[src/design/hcbd_pkg.sv]
`default_nettype none

package hcbd_pkg;

  // Default width of the decoded body byte counter.
  localparam int unsigned COUNT_WIDTH_DEF = 32;

  // Fixed widths of the beat fields.
  localparam int unsigned BYTE_W  = 8;
  localparam int unsigned SIZE_W  = 32;
  localparam int unsigned TOTAL_W = 32;

  // Line delimiter characters.
  localparam logic [BYTE_W-1:0] CH_CR = 8'h0D;
  localparam logic [BYTE_W-1:0] CH_LF = 8'h0A;

  // Parser phase. The unused code acts as halted.
  typedef enum logic [2:0] {
    PH_DIGITS  = 3'd0,
    PH_EXT     = 3'd1,
    PH_DATA    = 3'd2,
    PH_DATA_CR = 3'd3,
    PH_DATA_LF = 3'd4,
    PH_TRAILER = 3'd5,
    PH_HALT    = 3'd6
  } phase_e;

  // Kind of an output beat.
  typedef enum logic [1:0] {
    KIND_BYTE      = 2'd0,
    KIND_DONE      = 2'd1,
    KIND_FRAMING   = 2'd2,
    KIND_TOO_LARGE = 2'd3
  } kind_e;

  // One output beat.
  typedef struct packed {
    kind_e               kind;
    logic [BYTE_W-1:0]   body_byte;
    logic [TOTAL_W-1:0]  total_length;
  } result_t;

  // Hex digit decode: bit 4 flags a valid digit, bits 3:0 hold its value.
  function automatic logic [4:0] hex_decode(input logic [BYTE_W-1:0] c);
    logic [4:0] r;
    r = 5'd0;
    if (c >= 8'h30 && c <= 8'h39) begin
      r = {1'b1, 4'(c - 8'h30)};
    end else if (c >= 8'h61 && c <= 8'h66) begin
      r = {1'b1, 4'(c - 8'h57)};
    end else if (c >= 8'h41 && c <= 8'h46) begin
      r = {1'b1, 4'(c - 8'h37)};
    end
    return r;
  endfunction

endpackage

`default_nettype wire

[src/design/hcbd_parser.sv]
`default_nettype none

module hcbd_parser #(
  parameter int unsigned COUNT_WIDTH = hcbd_pkg::COUNT_WIDTH_DEF
) (
  input  wire                            clk_i,
  input  wire                            rst_ni,
  input  wire                            cfg_we_i,
  input  wire  [hcbd_pkg::SIZE_W-1:0]    cfg_wdata_i,
  input  wire                            accept_i,
  input  wire  [hcbd_pkg::BYTE_W-1:0]    data_byte_i,
  input  wire                            start_req_i,
  output logic                           res_valid_o,
  output hcbd_pkg::result_t              res_o
);
  import hcbd_pkg::*;

  localparam int unsigned CW = COUNT_WIDTH;
  localparam int unsigned TW = (CW > TOTAL_W) ? CW : TOTAL_W;

  phase_e             phase_q, phase_d;
  logic               cr_q, cr_d;
  logic [SIZE_W-1:0]  rem_q, rem_d;
  logic [CW-1:0]      cnt_q, cnt_d;
  logic               last_q, last_d;
  logic [SIZE_W-1:0]  max_body_q;

  // State as seen by this beat, after an optional start clear.
  phase_e             ph;
  logic               cr;
  logic [SIZE_W-1:0]  rem;
  logic [CW-1:0]      cnt;
  logic               last;
  logic [4:0]         hex;
  logic [TW-1:0]      cnt_ext;
  logic [TW-1:0]      max_ext;
  logic [TW-1:0]      total_ext;

  // Limit register. The user must write it only while the block is idle; the block itself does not enforce this.
  always_ff @(posedge clk_i or negedge rst_ni) begin
    if (!rst_ni) begin
      max_body_q <= '0;
    end else if (cfg_we_i) begin
      max_body_q <= cfg_wdata_i;
    end
  end

  // Parser state registers.
  always_ff @(posedge clk_i or negedge rst_ni) begin
    if (!rst_ni) begin
      phase_q <= PH_DIGITS;
      cr_q    <= 1'b0;
      rem_q   <= '0;
      cnt_q   <= '0;
      last_q  <= 1'b0;
    end else begin
      phase_q <= phase_d;
      cr_q    <= cr_d;
      rem_q   <= rem_d;
      cnt_q   <= cnt_d;
      last_q  <= last_d;
    end
  end

  // One beat of the chunk framing, decided in a single pass.
  always_comb begin
    ph   = phase_q;
    cr   = cr_q;
    rem  = rem_q;
    cnt  = cnt_q;
    last = last_q;
    if (start_req_i) begin
      ph   = PH_DIGITS;
      cr   = 1'b0;
      rem  = '0;
      cnt  = '0;
      last = 1'b0;
    end

    hex     = hex_decode(data_byte_i);
    cnt_ext = TW'(cnt);
    max_ext = TW'(max_body_q);

    phase_d          = phase_q;
    cr_d             = cr_q;
    rem_d            = rem_q;
    cnt_d            = cnt_q;
    last_d           = last_q;
    res_valid_o      = 1'b0;
    res_o.kind       = KIND_BYTE;
    res_o.body_byte  = '0;

    if (accept_i) begin
      phase_d = ph;
      cr_d    = cr;
      rem_d   = rem;
      cnt_d   = cnt;
      last_d  = last;
      unique case (ph)
        PH_DIGITS: begin
          if (hex[4]) begin
            // A digit that would shift a nonzero nibble out of the 32 bits is a framing error.
            if (rem[SIZE_W-1:SIZE_W-4] != 4'd0) begin
              phase_d     = PH_HALT;
              res_valid_o = 1'b1;
              res_o.kind  = KIND_FRAMING;
            end else begin
              rem_d = {rem[SIZE_W-5:0], hex[3:0]};
            end
          end else begin
            phase_d = PH_EXT;
            cr_d    = (data_byte_i == CH_CR);
          end
        end
        PH_EXT: begin
          if (cr && data_byte_i == CH_LF) begin
            cr_d = 1'b0;
            if (rem == '0) begin
              last_d  = 1'b1;
              phase_d = PH_TRAILER;
            end else begin
              phase_d = PH_DATA;
            end
          end else begin
            cr_d = (data_byte_i == CH_CR);
          end
        end
        PH_DATA: begin
          // Saturating byte count; the chunk length is never zero here.
          cnt_d           = cnt + {{(CW-1){1'b0}}, ~&cnt};
          rem_d           = rem - SIZE_W'(1);
          if (rem == SIZE_W'(1)) begin
            phase_d = PH_DATA_CR;
          end
          res_valid_o     = 1'b1;
          res_o.kind      = KIND_BYTE;
          res_o.body_byte = data_byte_i;
        end
        PH_DATA_CR: begin
          if (data_byte_i != CH_CR) begin
            phase_d     = PH_HALT;
            res_valid_o = 1'b1;
            res_o.kind  = KIND_FRAMING;
          end else begin
            phase_d = PH_DATA_LF;
          end
        end
        PH_DATA_LF: begin
          if (data_byte_i != CH_LF) begin
            phase_d     = PH_HALT;
            res_valid_o = 1'b1;
            res_o.kind  = KIND_FRAMING;
          end else begin
            phase_d = PH_DIGITS;
            rem_d   = '0;
            cr_d    = 1'b0;
          end
        end
        PH_TRAILER: begin
          if (cr && data_byte_i == CH_LF) begin
            cr_d        = 1'b0;
            phase_d     = PH_HALT;
            res_valid_o = 1'b1;
            if (max_body_q != '0 && cnt_ext > max_ext) begin
              res_o.kind = KIND_TOO_LARGE;
            end else begin
              res_o.kind = KIND_DONE;
            end
          end else begin
            cr_d = (data_byte_i == CH_CR);
          end
        end
        default: begin
          // Halted: nothing until a start beat.
        end
      endcase
    end

    // Reported length counts this beat and saturates at the field width.
    total_ext          = TW'(cnt_d);
    res_o.total_length = (total_ext > TW'({TOTAL_W{1'b1}})) ? {TOTAL_W{1'b1}}
                                                            : total_ext[TOTAL_W-1:0];
  end

  // A terminal result always leaves the parser halted.
  a_terminal_halts: assert property (@(posedge clk_i) disable iff (!rst_ni)
    res_valid_o && res_o.kind != KIND_BYTE |=> phase_q == PH_HALT)
    else $error("terminal result did not halt the parser");

  // Data phase always has bytes left in the chunk.
  a_data_nonzero: assert property (@(posedge clk_i) disable iff (!rst_ni)
    phase_q == PH_DATA |-> rem_q != '0)
    else $error("data phase with empty chunk");

  // The trailer is reached only through the last chunk.
  a_trailer_last: assert property (@(posedge clk_i) disable iff (!rst_ni)
    phase_q == PH_TRAILER |-> last_q)
    else $error("trailer without last chunk");

endmodule

`default_nettype wire

[src/design/hcbd_out_buf.sv]
`default_nettype none

module hcbd_out_buf (
  input  wire                   clk_i,
  input  wire                   rst_ni,
  input  wire                   push_i,
  input  hcbd_pkg::result_t     push_data_i,
  output logic                  full_o,
  output logic                  out_valid_o,
  output hcbd_pkg::result_t     out_data_o,
  input  wire                   out_stall_i
);
  import hcbd_pkg::*;

  logic    out_valid_q;
  logic    skid_valid_q;
  result_t out_q;
  result_t skid_q;
  logic    pop;

  assign pop         = out_valid_q && !out_stall_i;
  assign full_o      = skid_valid_q;
  assign out_valid_o = out_valid_q;
  assign out_data_o  = out_q;

  // Valid flags of the output register and the skid stage.
  always_ff @(posedge clk_i or negedge rst_ni) begin
    if (!rst_ni) begin
      out_valid_q  <= 1'b0;
      skid_valid_q <= 1'b0;
    end else if (pop) begin
      if (skid_valid_q) begin
        skid_valid_q <= 1'b0;
      end else begin
        out_valid_q <= push_i;
      end
    end else if (!out_valid_q) begin
      out_valid_q <= push_i;
    end else if (push_i) begin
      skid_valid_q <= 1'b1;
    end
  end

  // Payload of the output register and the skid stage.
  always_ff @(posedge clk_i) begin
    if (pop) begin
      out_q <= skid_valid_q ? skid_q : push_data_i;
    end else if (!out_valid_q) begin
      out_q <= push_data_i;
    end else if (push_i) begin
      skid_q <= push_data_i;
    end
  end

  // The skid stage holds a beat only behind a waiting output beat.
  a_skid_behind_out: assert property (@(posedge clk_i) disable iff (!rst_ni)
    skid_valid_q |-> out_valid_q)
    else $error("skid beat without output beat");

  // The skid stage fills only while the output is stalled.
  a_skid_fill_stall: assert property (@(posedge clk_i) disable iff (!rst_ni)
    $rose(skid_valid_q) |-> $past(out_stall_i))
    else $error("skid filled without a stall");

  // No beat is pushed while the skid stage is occupied.
  a_no_push_full: assert property (@(posedge clk_i) disable iff (!rst_ni)
    skid_valid_q |-> !push_i)
    else $error("beat pushed into a full buffer");

endmodule

`default_nettype wire

[src/design/http_chunked_body_decoder_top.sv]
// Output: each result beat is registered in the output buffer before it leaves the block.
// Throughput: one input beat per cycle while in_stall_o is low, set by the combinational
// parser step; a two-entry output buffer absorbs one beat while the output stalls.
// Reset: rst_ni clears the parser to the size-line state with zero counts
// and sets the size limit register to zero; output beats are dropped.
`default_nettype none

module http_chunked_body_decoder_top #(
  parameter int unsigned COUNT_WIDTH = hcbd_pkg::COUNT_WIDTH_DEF
) (
  input  wire                            clk_i,
  input  wire                            rst_ni,
  input  wire                            cfg_we_i,
  input  wire  [hcbd_pkg::SIZE_W-1:0]    cfg_wdata_i,
  input  wire                            in_valid_i,
  output logic                           in_stall_o,
  input  wire  [hcbd_pkg::BYTE_W-1:0]    data_byte_i,
  input  wire                            start_req_i,
  output logic                           out_valid_o,
  input  wire                            out_stall_i,
  output logic [1:0]                     result_kind_o,
  output logic [hcbd_pkg::BYTE_W-1:0]    body_byte_o,
  output logic [hcbd_pkg::TOTAL_W-1:0]   total_length_o
);
  import hcbd_pkg::*;

  logic    accept;
  logic    res_valid;
  result_t res;
  result_t out_data;
  logic    buf_full;

  assign in_stall_o = buf_full;
  assign accept     = in_valid_i && !buf_full;

  // Chunk framing parser.
  hcbd_parser #(
    .COUNT_WIDTH (COUNT_WIDTH)
  ) u_parser (
    .clk_i       (clk_i),
    .rst_ni      (rst_ni),
    .cfg_we_i    (cfg_we_i),
    .cfg_wdata_i (cfg_wdata_i),
    .accept_i    (accept),
    .data_byte_i (data_byte_i),
    .start_req_i (start_req_i),
    .res_valid_o (res_valid),
    .res_o       (res)
  );

  // Output register with skid stage.
  hcbd_out_buf u_out_buf (
    .clk_i       (clk_i),
    .rst_ni      (rst_ni),
    .push_i      (res_valid),
    .push_data_i (res),
    .full_o      (buf_full),
    .out_valid_o (out_valid_o),
    .out_data_o  (out_data),
    .out_stall_i (out_stall_i)
  );

  assign result_kind_o  = out_data.kind;
  assign body_byte_o    = out_data.body_byte;
  assign total_length_o = out_data.total_length;

endmodule

`default_nettype wire

[config.mk]
export PLATFORM = sky130hd
export DESIGN_NAME = http_chunked_body_decoder_top
export DESIGN_NICKNAME = d
export VERILOG_FILES = /design/src/design/hcbd_pkg.sv /design/src/design/hcbd_parser.sv /design/src/design/hcbd_out_buf.sv /design/src/design/http_chunked_body_decoder_top.sv
export SDC_FILE = /design/constraint.sdc
export NUM_CORES = 1
export LEC_CHECK = 0
export ABC_AREA = 1
export BUFFER_PORTS_ARGS = -buffer_cell sky130_fd_sc_hd__buf_2
export CORE_ASPECT_RATIO = 0.75
export CORE_MARGIN = 3
export CORE_UTILIZATION = 25
export DETAILED_ROUTE_END_ITERATION = 8
export PLACE_DENSITY = 0.41
export SETUP_SLACK_MARGIN = 0.3
export SLEW_MARGIN = 20
export SYNTH_ARGS = -nofsm -noshare
export SYNTH_HDL_FRONTEND = slang
export SYNTH_SLANG_ARGS = --single-unit
[constraint.sdc]
create_clock -name clk_i -period 3.7 [get_ports clk_i]
set_input_delay 0.185 -clock clk_i [delete_from_list [all_inputs] [get_ports clk_i]]
set_output_delay 0.185 -clock clk_i [all_outputs]
set_load 0.02 [all_outputs]
==> run_results.csv, run 1 <==
group,metric,value,unit
synth,synth.cell_area,0.0114,sq mm
worst_setup_path,required,4.03,ns
pwr,switching_share,43.6,%
grt,grt_usage,16.3,%
grt,use_met2,21.2,%
clock_network,htree_levels,4,
synth,ys_types,41,
floorplanning,rows,67,
grt,antenna_found_initial,1,
sta,final.min_clock_period,2.98,ns
clock_network,cts_tree,"done",
pwr,ir_drop,0.000241,V
grt,grt-busiest-layer,"met1",
finish,drive_gt1_share,11.9,%
floorplanning,io_pins,90,
route,wl_per_cell,17.1,um
clock_network,cts_resized,0,
hold_path,hp-start,"out_stall_i",
place,dpl.hpwl,28400,um
clock_network,cts_made_buffers,17,
floorplanning,coreArea,0.0448,sq mm
clock_network,cts_setup_buffers,0,
clock_network,clock-sinks,186,
worst_setup_path,crit_path_end,"u_out_buf.out_data_o[12]$_DFFE_PP_",
synth,synth_top_area_share,22.4,%
synth,netlist_top_cells_area,"dfrtp_1 22%, edfxtp_1 22%, nand2_1 17%, nor2_1 6.6%, inv_1 5.3%",
clock_network,path_clk_slew,0.08,ns
pwr,switchingPower,3.28,mW
route,drtIter0Drc,889,
worst_setup_path,path_cells,"inv_1 > nor2_1 > nand2_1 > nor2_1 > nand2_1 > nor2_1 > nand3_1 > ha_1 > ha_1 > inv_1 > nor2_2 > nand3_2 > xor2_1 > nand2_1 > nand2_1",
worst_setup_path,crit_top_cell,"nand2_1",
finish,nets,1746,
synth,syn_avg_cell_area,7.37,sq um
place,dp_cells,2194,
hold_path,hold_path_class,"primary input to flip-flop",
synth,synthArstFlopShare,54.8,%
worst_setup_path,slowest_delay,0.42,ns
floorplanning,die_h,191,um
sta,period_share,80.4,%
status,status,"finished clean",
worst_setup_path,crit_fanout,5,
place,gp_congestion,0.920,
grt,grt_pass1_wl,60200,um
synth,postSynthCellCount,1548,
route,vias_per_cell,4.65,
sta,hold_viol,0,
floorplanning,initial_utilization,25.5,%
pwr,power,7.51,mW
place,dpl-instance-area,0.0125,sq mm
synth,synth.net_count,1634,
worst_setup_path,crit_path_start_kind,"flip-flop",
flow_run,cap_violations,0,
synth,yosys.area.top_type,"dfrtp_1",
grt,use_met3,3.94,%
route,drc_errors,0,
synth,yosysSeqAreaShare,44.5,%
worst_setup_path,slowest_stage,"dfrtp_1",
finish,final_area,0.0134,sq mm
worst_setup_path,r2r_end,"u_out_buf.out_data_o[12]$_DFFE_PP_",
finish,regArea,0.00507,sq mm
pwr,seq_power_share,36.9,%
synth,ys_ff_latch,186,
worst_setup_path,worstPathArrival,3.30,ns
finish,fillers,4843,
route,wl,38600,um
floorplanning,die_w,253,um
worst_setup_path,ff2ff_path_depth,15,
sta,slew_violations,0,
worst_setup_path,worstReg2RegStart,"u_parser.cnt_q[19]$_DFF_PN0_",
finish,multiInputGateArea,0.00544,sq mm
sta,clock.fmax,336,MHz
route,ant_nets,0,
synth,synth_flop_cell,"dfrtp_1",
grt,grt.overflow.total,0,
route,first_pass_iters,5,
clock_network,cts_max_path_buffers,2,
grt,grt_max_degree,65,
pwr,power.internal,4.23,mW
synth,yosys_warnings,0,
clock_network,hold_buffers,33,
grt,met1_usage,26.7,%
synth,synth-edff-count,84,
floorplanning,die_area,0.0483,sq mm
sta,setup_slack,0.724,ns
sta,finalSetupViolCount,0,
finish,area_delta_synth_final,17.7,%
worst_setup_path,reg2reg_slack,0.72,ns
pwr,comb_power_share,38.4,%
sta,slew_headroom,32.4,%
sta,rsz0062_at_grt,"false",
clock_network,cts-root-buf,"clkbuf_16",
worst_setup_path,cp-end-kind,"flip-flop",
pwr,power.density,559,mW/mm^2
pwr,p_leak,6.46,nW
place,dp_slack,0.422,ns
worst_setup_path,critical_path_class,"flip-flop to flip-flop",
place,numPortBuffers,89,
pwr,p_clk_share,24.7,%
worst_setup_path,critPathLaunch,"u_parser.cnt_q[19]$_DFF_PN0_",
grt,grt_pass1_vias,9948,
finish,stdcell_count,2259,
clock_network,clk-insertion-delay-late,0.47,ns
finish,mostFrequentLayoutCells,"511 x nand2_1, 201 x nor2_1, 161 x inv_1",
sta,clock-skew-final,0.0122,ns
finish,antennaDiodeCount,0,
sta,worst_pin_slew,1.00,ns
sta,fin_tns_setup,0,ns
finish,final_common_cell,"nand2_1",
route,num_vias,10514,
worst min-delay path by stage:
stage / endpoint / cells after the start
5_1_grt: u_out_buf.skid_q[37]$_DFFE_PP_ / 3
3_5_place_dp: u_parser.rem_q[7]$_DFFE_PN0P_ / 1
4_1_cts: u_out_buf.skid_q[37]$_DFFE_PP_ / 3
6_report: u_out_buf.full_o$_DFFE_PN0P_ / 3
2_1_floorplan: u_out_buf.full_o$_DFFE_PN0P_ / 0
3_3_place_gp: u_parser.rem_q[6]$_DFFE_PN0P_ / 1
critical path: cells and delay by family, from the launching register on:
| kind | cells | cell delay, ns |
|---|---|---|
| flops | 1 | 0.42 |
| simple gates | 10 | 1.49 |
| fa+ha+maj | 2 | 0.40 |
| xor+xnor | 1 | 0.40 |
| buf+inv | 2 | 0.14 |
metrics by stage:
| stage | hold WS (ns) | util, % |
|---|---|---|
| 6_report | 0.0688 | 30.0 |
| 4_1_cts | 0.0495 | 30.0 |
| 2_1_floorplan | -0.111 | - |
| 3_3_place_gp | 0.364 | 27.9 |
| 3_5_place_dp | 0.375 | 27.9 |
| 5_1_grt | 0.0637 | 30.0 |
power groups by stage:
stage	registers [mW]	logic (mW)	clock network [mW]
floorplan	2.92	1.75	0
global placement	2.82	2.82	0
detailed placement	2.81	2.82	0
CTS	2.77	2.86	1.92
global route	2.82	3.22	2.01
finish	2.77	2.88	1.86
routing by layer:
layer,part of all wire [%],routed length [um]
met1,55,21300
met2,37,14200
met3,7.2,2790
met4,0.73,283
met5,0.018,7
registers in the layout, indices dropped and copies added, names as in the netlist:
register / cells
u_parser.max_body_q: 32
u_parser.cnt_q: 32
u_parser.cr_q: 1
u_parser.phase_q: 3
u_out_buf.out_data_o: 42
u_out_buf.out_valid_o: 1
u_parser.rem_q: 32
u_out_buf.full_o: 1
u_out_buf.skid_q: 42
cell type report:
| class | instances | share of cell area, % |
|---|---|---|
| Multi-Input combinational cell | 1140 | 40.5 |
| Sequential cell | 186 | 37.8 |
| Clock inverter | 15 | 1.17 |
| Clock buffer | 17 | 3.17 |
| Timing Repair Buffer | 143 | 7.15 |
| Tap cell | 586 | 5.46 |
| Inverter | 172 | 4.84 |
cells by family (layout without fill, tap and decap cells):
group | after synthesis | count (layout) | share of synthesized area [%]
AND/OR/NAND/NOR | 932 | 932 | 34.6
adder cells (fa/ha/maj) | 40 | 40 | 4.38
AO/OA/AOI/OAI | 143 | 143 | 6.55
XOR/XNOR | 25 | 25 | 1.98
buffers and inverters | 222 | 347 | 8.00
flip-flops | 186 | 186 | 44.5
cell usage after synthesis, types with 4 or more instances:
| cell | instances |
|---|---|
| nand4_1 | 37 |
| xor2_1 | 14 |
| buf_6 | 7 |
| nand2_2 | 17 |
| a21oi_1 | 51 |
| nand2_1 | 512 |
| nor2_2 | 11 |
| nor3_1 | 14 |
| inv_1 | 161 |
| edfxtp_1 | 84 |
| buf_1 | 4 |
| dfrtp_1 | 102 |
| clkbuf_1 | 31 |
| nand3_1 | 117 |
| nand3_2 | 4 |
| nor2_4 | 5 |
| o21ai_0 | 76 |
| inv_2 | 9 |
| xnor2_1 | 10 |
| nor2_1 | 202 |
| ha_1 | 40 |
| buf_4 | 5 |
Note: power is estimated with default switching activity, not from simulation.
==> run 2, diff against run 1 <==
Settings changed: PLACE_DENSITY 0.41 to 0.4.
Clock period 3.7 ns to 2.95 ns, I/O delays scaled along.
==> run 2 against run 1 <==
  * Maximum frequency up 16%
  * Register-to-register slack worse by 0.33 ns
  * Global-route usage up 0.22 points
  * Highest routed layer unchanged
  * Clock power up 38%
  * Cell area up 4.5%
  * Sequential share of layout area down 1.6 points
  * Clock-buffer cell count unchanged
  * Utilization up 1.3 points
  * First-iteration DRC count down 12%
  * Die area unchanged
  * Largest cell class unchanged
  * Via count down 0.43%
==> run_results.csv, run 2 (synthesized netlist as in run 1, its figures left out) <==
group,metric,value,unit
pwr,ir_drop,0.000389,V
place,gp_congestion,0.899,
worst_setup_path,critical_path_class,"flip-flop to flip-flop",
route,drtIter0Drc,779,
route,num_vias,10469,
pwr,power.density,697,mW/mm^2
sta,final.min_clock_period,2.56,ns
route,vias_per_cell,4.54,
pwr,p_leak,6.80,nW
clock_network,clock-sinks,186,
grt,grt-busiest-layer,"met1",
sta,rsz0062_at_grt,"true",
route,ant_nets,0,
floorplanning,initial_utilization,25.5,%
sta,slew_headroom,36.0,%
sta,worst_pin_slew,0.961,ns
floorplanning,die_h,191,um
finish,area_delta_synth_final,23.0,%
sta,slew_violations,0,
sta,clock-skew-final,0.0115,ns
worst_setup_path,worstPathArrival,2.78,ns
place,dpl.hpwl,29100,um
sta,period_share,86.7,%
clock_network,cts-root-buf,"clkbuf_16",
status,status,"finished clean",
worst_setup_path,crit_fanout,4,
finish,mostFrequentLayoutCells,"505 x nand2_1, 192 x nor2_1, 157 x inv_1",
grt,use_met3,3.75,%
worst_setup_path,cp-end-kind,"flip-flop",
floorplanning,die_area,0.0483,sq mm
route,first_pass_iters,5,
grt,grt_pass1_vias,9924,
finish,nets,1794,
grt,grt_pass1_wl,60700,um
worst_setup_path,required,3.18,ns
clock_network,cts_made_buffers,17,
grt,grt_max_degree,65,
grt,grt.overflow.total,0,
clock_network,path_clk_slew,0.08,ns
grt,grt_usage,16.6,%
clock_network,htree_levels,4,
sta,finalSetupViolCount,0,
route,wl_per_cell,17.0,um
pwr,power,9.78,mW
finish,antennaDiodeCount,0,
grt,met1_usage,27.1,%
floorplanning,die_w,253,um
sta,clock.fmax,391,MHz
flow_run,cap_violations,0,
route,wl,39200,um
worst_setup_path,crit_path_start_kind,"flip-flop",
sta,hold_viol,0,
floorplanning,rows,67,
clock_network,cts_max_path_buffers,2,
finish,final_common_cell,"nand2_1",
clock_network,clk-insertion-delay-late,0.47,ns
hold_path,hold_path_class,"primary input to flip-flop",
floorplanning,coreArea,0.0448,sq mm
grt,use_met2,21.0,%
route,drc_errors,0,
floorplanning,io_pins,90,
grt,antenna_found_initial,1,
sta,fin_tns_setup,0,ns
finish,drive_gt1_share,16.0,%
clock_network,cts_tree,"done",
place,numPortBuffers,89,
==> run 2: cell count changes in the layout (fill, tap and decap cells not counted), sizes merged <==
cell and change:
inv +3, bufinv +3, clkinvlp -2, clkinv -4, dlygate4sd3 +1, buf +47
==> run 2: final cells by class <==
class	count	area, sq um
Inverter	172	651
Clock buffer	17	425
Clock inverter	15	201
Sequential cell	186	5070
Timing Repair Buffer	191	1370
Tap cell	586	733
Multi-Input combinational cell	1140	5580
Fill cell	4822	30800
==> run 2: critical path: stages, from the launching register on <==
cell and delay (ns):
dfrtp_1 0.39, inv_1 0.09, nor2_2 0.15, nand3_2 0.12
nor4_2 0.31, nand3_1 0.13, ha_2 0.21, nand2_1 0.08
nor3_2 0.05, nand2_1 0.12, nor2_4 0.08, nand2_2 0.11
nor2_4 0.05, buf_4 0.14, xnor2_2 0.16, nand2_1 0.07
nand2_1 0.05
==> run 2: layer usage <==
layer | vias to the layer above | share of wire, %
li1 | 5291 | -
met1 | 4859 | 56
met2 | 283 | 36
met3 | 34 | 6.4
met4 | 2 | 1.4
met5 | - | 0.033
==> run 2: through the flow <==
| stage | setup slack (ns) | area, sq um | cells | hold slack [ns] | util (%) |
|---|---|---|---|---|---|
| CTS | 0.310 | 13800 | 2298 | 0.0141 | 30.8 |
| global route | 0.200 | 14000 | 2307 | 0.0452 | 31.3 |
| finish | 0.393 | 14000 | 2307 | 0.0555 | 31.3 |
| detailed placement | 0.101 | 12800 | 2232 | 0.249 | 28.7 |
| floorplan | 0.374 | 11400 | 1548 | -0.148 | - |
| global placement | 0.163 | 12800 | 2232 | 0.250 | 28.7 |
==> run 2: timing repair <==
item                                    CTS  global route
gates resized for setup                   1            35
endpoints found under the setup margin    1            67
hold buffers                             34             0
setup buffers                             0             9
pin swaps                                 0             9
endpoints found under the hold margin    78             0
==> run 2: path summary, 6_finish.rpt <==
check,start,to,slack [ns],cells after the start
worst min-delay path,data_byte_i[7],u_out_buf.skid_q[39]$_DFFE_PP_,0.06,3
worst min register to register,u_parser.rem_q[31]$_DFFE_PN0P_,u_parser.rem_q[31]$_DFFE_PN0P_,0.49,2
worst max register to register,u_parser.cnt_q[5]$_DFF_PN0_,u_out_buf.out_data_o[23]$_DFFE_PP_,0.39,16
max in group asynchronous,rst_ni,u_parser.max_body_q[19]$_DFFE_PN0P_,1.88,3
min in group asynchronous,rst_ni,u_parser.rem_q[3]$_DFFE_PN0P_,0.26,2
worst max-delay path,u_parser.cnt_q[5]$_DFF_PN0_,u_out_buf.out_data_o[23]$_DFFE_PP_,0.39,16
==> run 2: power breakdown <==
part / switching, mW / total, mW / internal [mW] / leakage, nW
sequential: 0.291 / 3.49 / 3.20 / 2.15
clock: 1.19 / 2.57 / 1.37 / 0.311
combinational: 2.66 / 3.73 / 1.07 / 4.34
total: 4.14 / 9.78 / 5.64 / 6.80
==> run 3, diff against run 2 <==
Settings changed: CORE_UTILIZATION 25 to 45, PLACE_DENSITY 0.4 to 0.63.
==> run 3 against run 2 <==
  * Maximum frequency decreased by 1.5%
  * Clock-buffer cell count stayed put
  * Combinational power decreased by 2%
  * Flip-flop and latch count unchanged
  * Critical path depth unchanged
  * Power decreased by 3.7%
  * Sequential power barely moved
  * Worst hold slack worse by 0.033 ns
  * Non-clock buffer count decreased by 11
  * Sequential share of layout area increased by 1.2 points
  * Global-route usage grew 8.9 points
  * Register-to-register slack worse by 0.04 ns
  * Largest cell class unchanged
  * Highest routed layer unchanged
==> run_results.csv, run 3 (synthesized netlist as in run 1, its figures left out) <==
group,metric,value,unit
clock_network,cts_tree,"done",
floorplanning,rows,49,
worst_setup_path,crit_path_end,"u_out_buf.skid_q[27]$_DFFE_PP_",
sta,finalSetupViolCount,0,
grt,grt_pass1_wl,53800,um
place,dp_slack,0.146,ns
place,gp_congestion,0.947,
worst_setup_path,ff2ff_path_depth,16,
worst_setup_path,worstReg2RegStart,"u_parser.cnt_q[23]$_DFF_PN0_",
status,status,"finished clean",
route,ant_nets,0,
grt,antenna_found_initial,1,
hold_path,hold_path_class,"primary input to flip-flop",
pwr,power,9.42,mW
route,wl,34400,um
sta,hold_viol,0,
place,dpl-instance-area,0.0124,sq mm
sta,worst_pin_slew,0.891,ns
sta,clock-skew-final,0.0126,ns
floorplanning,io_pins,90,
place,numPortBuffers,89,
clock_network,clk-insertion-delay-late,0.45,ns
clock_network,cts_max_path_buffers,2,
route,drtIter0Drc,1111,
sta,final.min_clock_period,2.60,ns
grt,grt_usage,25.5,%
clock_network,path_clk_slew,0.08,ns
place,dpl.hpwl,24800,um
pwr,ir_drop,0.000527,V
sta,fin_tns_setup,0,ns
worst_setup_path,critical_path_class,"flip-flop to flip-flop",
floorplanning,die_h,144,um
finish,final_common_cell,"nand2_1",
pwr,p_leak,6.72,nW
sta,setup_slack,0.353,ns
finish,post-route-util,55.5,%
grt,grt_max_degree,66,
worst_setup_path,r2r_end,"u_out_buf.skid_q[27]$_DFFE_PP_",
worst_setup_path,critPathLaunch,"u_parser.cnt_q[23]$_DFF_PN0_",
flow_run,cap_violations,0,
finish,drive_gt1_share,16.1,%
clock_network,cts-root-buf,"clkbuf_16",
worst_setup_path,crit_fanout,4,
sta,slew_headroom,39.9,%
route,drc_errors,0,
sta,rsz0062_at_grt,"true",
worst_setup_path,required,3.16,ns
floorplanning,initial_utilization,46.7,%
clock_network,cts_made_buffers,17,
grt,grt_pass1_vias,9492,
floorplanning,coreArea,0.0245,sq mm
floorplanning,die_area,0.0273,sq mm
pwr,power.density,694,mW/mm^2
sta,clock.fmax,385,MHz
worst_setup_path,cp-end-kind,"flip-flop",
worst_setup_path,worstPathArrival,2.81,ns
route,wl_per_cell,16.9,um
grt,grt.overflow.total,0,
sta,slew_violations,0,
route,num_vias,10698,
finish,nets,1783,
finish,area_delta_synth_final,19.0,%
clock_network,htree_levels,4,
worst_setup_path,reg2reg_slack,0.35,ns
clock_network,clock-sinks,186,
floorplanning,die_w,190,um
finish,mostFrequentLayoutCells,"501 x nand2_1, 192 x nor2_1, 156 x inv_1",
route,vias_per_cell,5.24,
route,first_pass_iters,5,
finish,antennaDiodeCount,0,
worst_setup_path,crit_path_start_kind,"flip-flop",
sta,period_share,88.0,%
finish,final_area,0.0136,sq mm
-- run 3: final cells by class --
class                   instances  area [sq um]
fillers                      2288         10900
multi-input cells            1140          5610
flip-flops and latches        186          5080
repair buffers                180          1250
inverters                     172           651
clock buffers                  17           425
well taps                     331           414
clock inverters                15           154
-- run 3: worst min-delay path by stage --
| stage | start | endpoint | slack [ns] | cells past startpoint |
|---|---|---|---|---|
| 3_3_place_gp | rst_ni | u_parser.max_body_q[16]$_DFFE_PN0P_ | 0.16 | 1 |
| 5_1_grt | out_stall_i | u_out_buf.full_o$_DFFE_PN0P_ | 0.04 | 3 |
| 3_5_place_dp | rst_ni | u_parser.max_body_q[16]$_DFFE_PN0P_ | 0.16 | 1 |
| 6_report | out_stall_i | u_out_buf.full_o$_DFFE_PN0P_ | 0.02 | 3 |
| 4_1_cts | out_stall_i | u_out_buf.full_o$_DFFE_PN0P_ | 0.009 | 3 |
| 2_1_floorplan | rst_ni | u_out_buf.full_o$_DFFE_PN0P_ | -0.15 | 0 |
-- run 3: routing by layer --
metal | part of all wire, % | up-vias | global-route usage, %
li1 | - | 5267 | -
met1 | 51 | 4936 | 41.9
met2 | 37 | 469 | 32.1
met3 | 11 | 24 | 7.61
met4 | 0.83 | 2 | 4.78
met5 | 0.038 | - | 0
-- run 3: through the flow --
step | hold slack [ns] | instances
after floorplan | -0.148 | 1548
after global placement | 0.156 | 1965
after detailed placement | 0.161 | 1965
after CTS | 0.00945 | 2030
after global routing | 0.0424 | 2041
final | 0.0221 | 2041
-- run 3: critical path, cell delays in order (launching register included) --
cell and delay, ns:
dfrtp_1 0.41, inv_2 0.08, nor2_1 0.05, nand2_1 0.14, nor3_2 0.05, nand2_2 0.06, nor2_2 0.05, nand3_2 0.06
ha_2 0.21, nand2_2 0.07, nor3_4 0.21, nand2_2 0.10, nor2_4 0.17, nand4_1 0.25, nor2_1 0.17, nand2_1 0.09
and2_4 0.16
-- run 3: repair_timing --
item,in CTS,in global routing
gates resized for setup,4,43
hold buffers,33,0
setup endpoints to repair,10,76
pin swaps,0,19
hold endpoints to repair,69,0
buffers inserted,0,11
-- run 3: report_power, final --
part	total, mW	switching, mW	internal, mW
Combinational	3.65	2.59	1.06
Clock	2.28	1.15	1.13
Sequential	3.48	0.287	3.20
